## src/rtl/core/imu_pkg.sv

```systemverilog
`timescale 1ns / 1ps
`default_nettype none
// ----------------------------------------------------------------------------
// Yaw frame parser package
// Shared constants and types for the frame collector and the heading unwrap.
// ----------------------------------------------------------------------------
package imu_pkg;

    localparam int unsigned POS_W = 5;

    localparam logic [7:0]       HDR_BYTE   = 8'hAA;
    localparam logic [POS_W-1:0] POS_SUM0   = POS_W'(2);
    localparam logic [POS_W-1:0] POS_YAW_LO = POS_W'(3);
    localparam logic [POS_W-1:0] POS_YAW_HI = POS_W'(4);
    localparam logic [POS_W-1:0] POS_CHECK  = POS_W'(18);

    localparam logic signed [16:0] HALF_TURN = 17'sd18000;
    localparam logic signed [16:0] FULL_TURN = 17'sd36000;
    localparam logic signed [15:0] REV_MAX   = 16'sd32767;
    localparam logic signed [15:0] REV_MIN   = -16'sd32767;

    // Completed frame, presented for one processed word.
    typedef struct packed {
        logic               done;
        logic               good;
        logic signed [15:0] yaw;
    } t_frame_evt;

endpackage
`default_nettype wire

```

## src/rtl/core/imu_frame.sv

```systemverilog
`timescale 1ns / 1ps
`default_nettype none
// ----------------------------------------------------------------------------
// Frame collector
// Hunts for the header pair, tracks the byte position and running checksum,
// and flags each completed frame with its checksum result and raw yaw.
// ----------------------------------------------------------------------------
module imu_frame
    import imu_pkg::*;
(
    input  wire logic       i_clk,
    input  wire logic       i_rst_n,
    input  wire logic       i_en,
    input  wire logic [7:0] i_byte,
    output t_frame_evt      o_evt,
    output logic            o_at_check
);

    logic [POS_W-1:0] r_pos, n_pos;
    logic [7:0]       r_sum, n_sum;
    logic [7:0]       r_yaw_lo, n_yaw_lo;
    logic [7:0]       r_yaw_hi, n_yaw_hi;

    assign o_at_check = (r_pos == POS_CHECK);

    always_comb begin
        n_pos    = r_pos;
        n_sum    = r_sum;
        n_yaw_lo = r_yaw_lo;
        n_yaw_hi = r_yaw_hi;
        o_evt.done = 1'b0;
        o_evt.good = (r_sum == i_byte);
        o_evt.yaw  = {r_yaw_hi, r_yaw_lo};
        if (i_en) begin
            if (r_pos < POS_SUM0) begin
                if (i_byte == HDR_BYTE) begin
                    n_pos = r_pos + POS_W'(1);
                end else begin
                    n_pos = '0;
                    n_sum = '0;
                end
            end else if (r_pos < POS_CHECK) begin
                n_sum = (r_pos == POS_SUM0) ? i_byte : r_sum + i_byte;
                if (r_pos == POS_YAW_LO) begin
                    n_yaw_lo = i_byte;
                end
                if (r_pos == POS_YAW_HI) begin
                    n_yaw_hi = i_byte;
                end
                n_pos = r_pos + POS_W'(1);
            end else begin
                o_evt.done = 1'b1;
                n_pos = '0;
                n_sum = '0;
            end
        end
    end

    always_ff @(posedge i_clk) begin
        if (!i_rst_n) begin
            r_pos    <= '0;
            r_sum    <= '0;
            r_yaw_lo <= '0;
            r_yaw_hi <= '0;
        end else begin
            r_pos    <= n_pos;
            r_sum    <= n_sum;
            r_yaw_lo <= n_yaw_lo;
            r_yaw_hi <= n_yaw_hi;
        end
    end

`ifndef ASSERT_OFF
    a_pos_range: assert property (@(posedge i_clk) disable iff (!i_rst_n)
        r_pos <= POS_CHECK)
        else $error("frame position past checksum byte");
`endif

endmodule
`default_nettype wire

```

## src/rtl/core/imu_unwrap.sv

```systemverilog
`timescale 1ns / 1ps
`default_nettype none
// ----------------------------------------------------------------------------
// Heading unwrap and result register
// Seeds on the first good frame, tracks a saturating revolution count,
// keeps the frame counters and holds the result word until it is taken.
// ----------------------------------------------------------------------------
module imu_unwrap
    import imu_pkg::*;
(
    input  wire logic          i_clk,
    input  wire logic          i_rst_n,
    input  wire t_frame_evt    i_evt,
    input  wire logic          i_out_stall,
    output logic               o_out_valid,
    output logic               o_frame_good,
    output logic signed [31:0] o_heading_centideg,
    output logic signed [15:0] o_yaw_centideg,
    output logic signed [15:0] o_turn_count,
    output logic [31:0]        o_good_frames,
    output logic [31:0]        o_checksum_errors
);

    logic               r_seeded, n_seeded;
    logic signed [15:0] r_last, n_last;
    logic signed [15:0] r_rev, n_rev;
    logic [31:0]        r_good_cnt, n_good_cnt;
    logic [31:0]        r_bad_cnt, n_bad_cnt;
    logic               r_out_valid, n_out_valid;
    logic               r_good;
    logic signed [31:0] r_heading;

    logic signed [15:0] base;
    logic signed [16:0] step;
    logic signed [32:0] turns;
    logic signed [32:0] heading;

    always_comb begin
        n_seeded   = r_seeded;
        n_last     = r_last;
        n_rev      = r_rev;
        n_good_cnt = r_good_cnt;
        n_bad_cnt  = r_bad_cnt;
        base = r_seeded ? r_last : i_evt.yaw;
        step = 17'(i_evt.yaw) - 17'(base);
        if (i_evt.done) begin
            if (i_evt.good) begin
                n_seeded   = 1'b1;
                n_last     = i_evt.yaw;
                n_good_cnt = r_good_cnt + 32'd1;
                if (step > HALF_TURN) begin
                    if (r_rev > REV_MIN) begin
                        n_rev = r_rev - 16'sd1;
                    end
                end else if (step < -HALF_TURN) begin
                    if (r_rev < REV_MAX) begin
                        n_rev = r_rev + 16'sd1;
                    end
                end
            end else begin
                n_bad_cnt = r_bad_cnt + 32'd1;
            end
        end
        turns   = 33'(n_rev) * 33'(FULL_TURN);
        heading = -(turns + 33'(n_last));
        if (i_evt.done) begin
            n_out_valid = 1'b1;
        end else if (!i_out_stall) begin
            n_out_valid = 1'b0;
        end else begin
            n_out_valid = r_out_valid;
        end
    end

    always_ff @(posedge i_clk) begin
        if (!i_rst_n) begin
            r_seeded    <= 1'b0;
            r_last      <= '0;
            r_rev       <= '0;
            r_good_cnt  <= '0;
            r_bad_cnt   <= '0;
            r_out_valid <= 1'b0;
        end else begin
            r_seeded    <= n_seeded;
            r_last      <= n_last;
            r_rev       <= n_rev;
            r_good_cnt  <= n_good_cnt;
            r_bad_cnt   <= n_bad_cnt;
            r_out_valid <= n_out_valid;
        end
    end

    // The heading is only loaded with a new frame; counters above already hold
    // the matching values for the other fields.
    always_ff @(posedge i_clk) begin
        if (i_evt.done) begin
            r_good    <= i_evt.good;
            r_heading <= heading[31:0];
        end
    end

    assign o_out_valid        = r_out_valid;
    assign o_frame_good       = r_good;
    assign o_heading_centideg = r_heading;
    assign o_yaw_centideg     = r_last;
    assign o_turn_count       = r_rev;
    assign o_good_frames      = r_good_cnt;
    assign o_checksum_errors  = r_bad_cnt;

`ifndef ASSERT_OFF
    a_rev_sat: assert property (@(posedge i_clk) disable iff (!i_rst_n)
        r_rev != -16'sd32768)
        else $error("revolution count left its saturation range");

    a_no_overwrite: assert property (@(posedge i_clk) disable iff (!i_rst_n)
        r_out_valid && i_out_stall |-> !i_evt.done)
        else $error("new frame overwrote a result still waiting");

    a_one_count: assert property (@(posedge i_clk) disable iff (!i_rst_n)
        i_evt.done |=> ($countones({r_good_cnt != $past(r_good_cnt),
                                    r_bad_cnt != $past(r_bad_cnt)}) == 1))
        else $error("frame did not advance exactly one counter");
`endif

endmodule
`default_nettype wire

```

## src/rtl/core/imu_yaw_frame_parser_unwrap.sv

```systemverilog
`timescale 1ns / 1ps
`default_nettype none
// A byte is registered in the input register at acceptance and processed from there;
// the result word for a checksum byte is registered in the unwrap stage once that byte is processed.
// Throughput: one byte per cycle. Input stalls only when the checksum byte
// waits in the input register while an earlier result is still held downstream.
// Reset (synchronous, active low) clears the parser position, checksum,
// unwrap state, both frame counters and both valid flags.
// ----------------------------------------------------------------------------
// Yaw frame parser with heading unwrap
// Input register for received bytes, frame collector and unwrap stage.
// ----------------------------------------------------------------------------
module imu_yaw_frame_parser_unwrap
    import imu_pkg::*;
(
    input  wire logic          i_clk,
    input  wire logic          i_rst_n,
    input  wire logic          i_in_valid,
    output logic               o_in_stall,
    input  wire logic [7:0]    i_rx_byte,
    output logic               o_out_valid,
    input  wire logic          i_out_stall,
    output logic               o_frame_good,
    output logic signed [31:0] o_heading_centideg,
    output logic signed [15:0] o_yaw_centideg,
    output logic signed [15:0] o_turn_count,
    output logic [31:0]        o_good_frames,
    output logic [31:0]        o_checksum_errors
);

    logic       r_in_valid;
    logic [7:0] r_in_byte;
    logic       at_check;
    logic       consume;
    logic       accept;
    t_frame_evt evt;

    // A checksum word must wait while the previous result is still held.
    assign consume    = r_in_valid && !(at_check && o_out_valid && i_out_stall);
    assign o_in_stall = r_in_valid && !consume;
    assign accept     = i_in_valid && !o_in_stall;

    always_ff @(posedge i_clk) begin
        if (!i_rst_n) begin
            r_in_valid <= 1'b0;
        end else if (accept) begin
            r_in_valid <= 1'b1;
        end else if (consume) begin
            r_in_valid <= 1'b0;
        end
    end

    always_ff @(posedge i_clk) begin
        if (accept) begin
            r_in_byte <= i_rx_byte;
        end
    end

    imu_frame u_frame (
        .i_clk      (i_clk),
        .i_rst_n    (i_rst_n),
        .i_en       (consume),
        .i_byte     (r_in_byte),
        .o_evt      (evt),
        .o_at_check (at_check)
    );

    imu_unwrap u_unwrap (
        .i_clk              (i_clk),
        .i_rst_n            (i_rst_n),
        .i_evt              (evt),
        .i_out_stall        (i_out_stall),
        .o_out_valid        (o_out_valid),
        .o_frame_good       (o_frame_good),
        .o_heading_centideg (o_heading_centideg),
        .o_yaw_centideg     (o_yaw_centideg),
        .o_turn_count       (o_turn_count),
        .o_good_frames      (o_good_frames),
        .o_checksum_errors  (o_checksum_errors)
    );

endmodule
`default_nettype wire

```

## config.mk

```make
export PLATFORM = sky130hd
export DESIGN_NAME = imu_yaw_frame_parser_unwrap
export DESIGN_NICKNAME = d
export VERILOG_FILES = /design/src/rtl/core/imu_pkg.sv /design/src/rtl/core/imu_frame.sv /design/src/rtl/core/imu_unwrap.sv /design/src/rtl/core/imu_yaw_frame_parser_unwrap.sv
export SDC_FILE = /design/constraint.sdc
export NUM_CORES = 1
export LEC_CHECK = 0
export ABC_AREA = 1
export ABC_CLOCK_PERIOD_IN_PS = 9650
export BUFFER_PORTS_ARGS = -buffer_cell sky130_fd_sc_hd__buf_2
export CAP_MARGIN = 20
export CORE_ASPECT_RATIO = 0.6
export CORE_MARGIN = 2
export CORE_UTILIZATION = 62
export CTS_BUF_LIST = sky130_fd_sc_hd__clkbuf_8
export DETAILED_ROUTE_END_ITERATION = 6
export PLACE_DENSITY = 0.91
export SLEW_MARGIN = 10
export SYNTH_ARGS = -nofsm -noshare
export SYNTH_HDL_FRONTEND = slang
export SYNTH_SLANG_ARGS = --single-unit
```

## constraint.sdc

```tcl
create_clock -name i_clk -period 9.65 [get_ports i_clk]
set_input_delay 0 -clock i_clk [delete_from_list [all_inputs] [get_ports i_clk]]
set_output_delay 0 -clock i_clk [all_outputs]
set_load 0.1 [all_outputs]
```

==> out/results.ini <==
[outcome]
outcome = finished with violations
violations = design-rule violations

[placed_design]
post-place-cells = 2298
hpwlAfterDp_um = 30000
io_buffers = 142
gp_congestion = 0.977

[synthesis]
ys_seq_area_share_pct = 27.4
synth_flop_cell = dfxtp_1
syn-cell-area_sq_um = 13800
synthMuxAreaShare_pct = 0
synth_xor_area_share_pct = 5.11
ys_ff_latch = 169
synth-edff-count = 41
syn_inst = 1889
yosys_warnings = 0
syn-num-nets = 2108
synth_compound_area_share_pct = 12.7
syn_area_per_cell_sq_um = 7.32
synthAdderAreaFrac_pct = 20.8
synthArstFlopShare_pct = 0
synth_top_family_by_area = simple AND/OR/NAND/NOR gates
yosys.area_share.simple_pct = 24.3
yosysUniqueCellTypes = 63

[sta]
slew_headroom_pct = 53.9
rsz0062_at_grt = yes
finalSetupViolCount = 0
period_share_pct = 94.1
tightest_slew_ns = 0.685
maxClockFrequency_ghz = 0.110
hold_viol_final = 0
timing.final.max_slew_violations = 0
finalCriticalPeriod_ns = 9.08
fin_skew_ns = 0.0200
whs_ns = 0.105

[die]
io_pins = 143
core_area_sq_um = 22000
rows = 42
die_area_sq_um = 23600
initial_core_util_pct = 63.0
die_x_um = 197
die_h_um = 120

[finish]
layout_common_cells = nand2_1, inv_1, ha_1, a21oi_1, buf_2
fillers = 1744
fin_cells = 2345
nets = 2265
final_common_cell = nand2_1
antennaDiodeCount = 0
drive_gt1_share_pct = 12.4
areaGrowthSynthToFinish_pct = 11.9

[clocking]
root_buffer = clkbuf_8
cts_made_buffers = 17
cts_tree = built
clockBufferDepth = 2
clk_pin_slew_ns = 0.10
cts_max_level = 4
clock-sinks = 169
clock_latency_ns = 0.50

[route]
wl_per_cell_um = 16.4
num_vias = 13600
drt_iter0_markers = 1632
remaining_drc_errors = 1
drtPass1Iterations = 7
antenna_left = 0
via_per_inst = 5.79
routed_wl_um = 38500

[critical_path]
end_kind = flop
path_class = flop to flop
slowest_delay_ns = 0.54
ff2ff_setup_slack_ns = 0.57
cp_max_fo = 19
crit_path_top_delay_cell = fa_1
r2r_cells = 47
crit_top_cell = nand2_1
arrival_ns = 9.33
required_ns = 9.91
crit_path_start_kind = flop

[global_routing]
grt_pass1_wl_um = 61800
grt_pass1_vias = 12400
antenna_found_initial = 0
grt_max_degree = 58
grt_use_total_pct = 33.0
overflow = 0

[power]
total_power_uw = 1340
powerDensity_nw_per_um2 = 86.3
vdd_ir_drop_max_uv = 82.9
leakage_uw = 0.00799

[flow_run]
drv_cap = 0

[min_path]
min_path_type = input pin to flop
hold_depth = 4

-- cell families after synthesis --
kind of cell / after synthesis
buffers and inverters: 350
AO/OA/AOI/OAI: 324
AND/OR/NAND/NOR: 760
adder cells (fa/ha/maj): 207
flip-flops: 169
XOR/XNOR: 79
-- flip-flops by register name, indices dropped and copies added, names as in the netlist, 5 cells and up --
signal and flops:
r_in_byte 8, u_unwrap.o_turn_count 16, u_frame.r_yaw_hi 8, u_unwrap.o_yaw_centideg 16, u_frame.r_sum 8, u_frame.r_pos 5
u_unwrap.o_good_frames 32, u_unwrap.o_heading_centideg 32, u_frame.r_yaw_lo 8, u_unwrap.o_checksum_errors 32
-- stage by stage --
stage                     setup WS (ns)  area [sq um]  util, %  setup TNS (ns)
final                             0.574         15500     70.5               0
after global routing            -0.0691         15500     70.5         -0.0691
after CTS                        0.0112         15400     70.1               0
after detailed placement         0.0307         14900     67.6               0
after global placement            0.652         14900     67.6               0
after floorplan                    1.15         13800        -               0
-- power by group --
| part | internal (uW) | switching [uW] | leakage [uW] |
|---|---|---|---|
| Clock | 270 | 303 | 0.000219 |
| Sequential | 724 | 4.52 | 0.00141 |
| Combinational | 11.1 | 22.0 | 0.00636 |
-- final timing paths --
check / from / endpoint
setup / recovery: u_unwrap.r_seeded / u_unwrap.o_heading_centideg[30]
hold / removal: i_rst_n / u_unwrap.o_checksum_errors[2]
setup reg to reg: u_unwrap.r_seeded / u_unwrap.o_heading_centideg[30]
hold reg to reg: u_frame.r_sum[5] / u_frame.r_sum[5]
-- synth_stat cells, types with 4 or more instances --
library cell  count  area (sq um)
ha_1            169          2110
edfxtp_1         41          1230
inv_2            10          37.5
nor2_2            5          31.3
a21oi_1         149           746
nand4_1          31           194
clkbuf_1         23          86.3
nand2_1         397          1490
nor4_1            7          43.8
xnor2_1          21           184
o21a_1            8          60.1
nor2_1          141           529
dfxtp_1         128          2560
o21ai_1           4          20.0
o31ai_1           4          30.0
xor2_1           56           490
nor3_2            4          40.0
o211ai_1          7          52.6
fa_1             38           761
a31oi_1           6          37.5
inv_1           309          1160
nand3b_1          7          52.6
nor3b_1           5          37.5
o21ai_0         125           626
nand2_2           5          31.3
nor3_1           47           235
nand3_1          91           455
-- cell type report --
cell class / count / area, sq um / share of cell area, %
timing repair buffer: 167 / 926 / 5.98
tap: 286 / 358 / 2.31
clock inverter: 14 / 184 / 1.19
multi-input combinational: 1370 / 8760 / 56.6
sequential: 169 / 3790 / 24.5
inverter: 321 / 1210 / 7.80
clock buffer: 18 / 248 / 1.60
-- critical path: cells and delay by family, from the launching register on --
kind	cells	cell delay, ns
and+or+nand+nor	20	2.34
adders and majority gates	8	3.27
xor gates and xnor gates	3	0.61
AOI/OAI and AO/OA	8	1.49
DFF	1	0.44
buffers and inverters	8	0.65
-- per-layer routing --
metal	track usage, %	wire, um
met5	0	0
met4	9.07	831
met3	8.68	4520
met2	47.0	15500
met1	48.9	17600
-- repair_timing --
item	CTS	global route
hold buffers	11	0
setup buffers	0	4
endpoints found under the hold margin	14	0
pin swaps	0	2
resized for setup	1	26
setup endpoints to repair	1	8
Note: power is estimated with default switching activity, not from simulation.
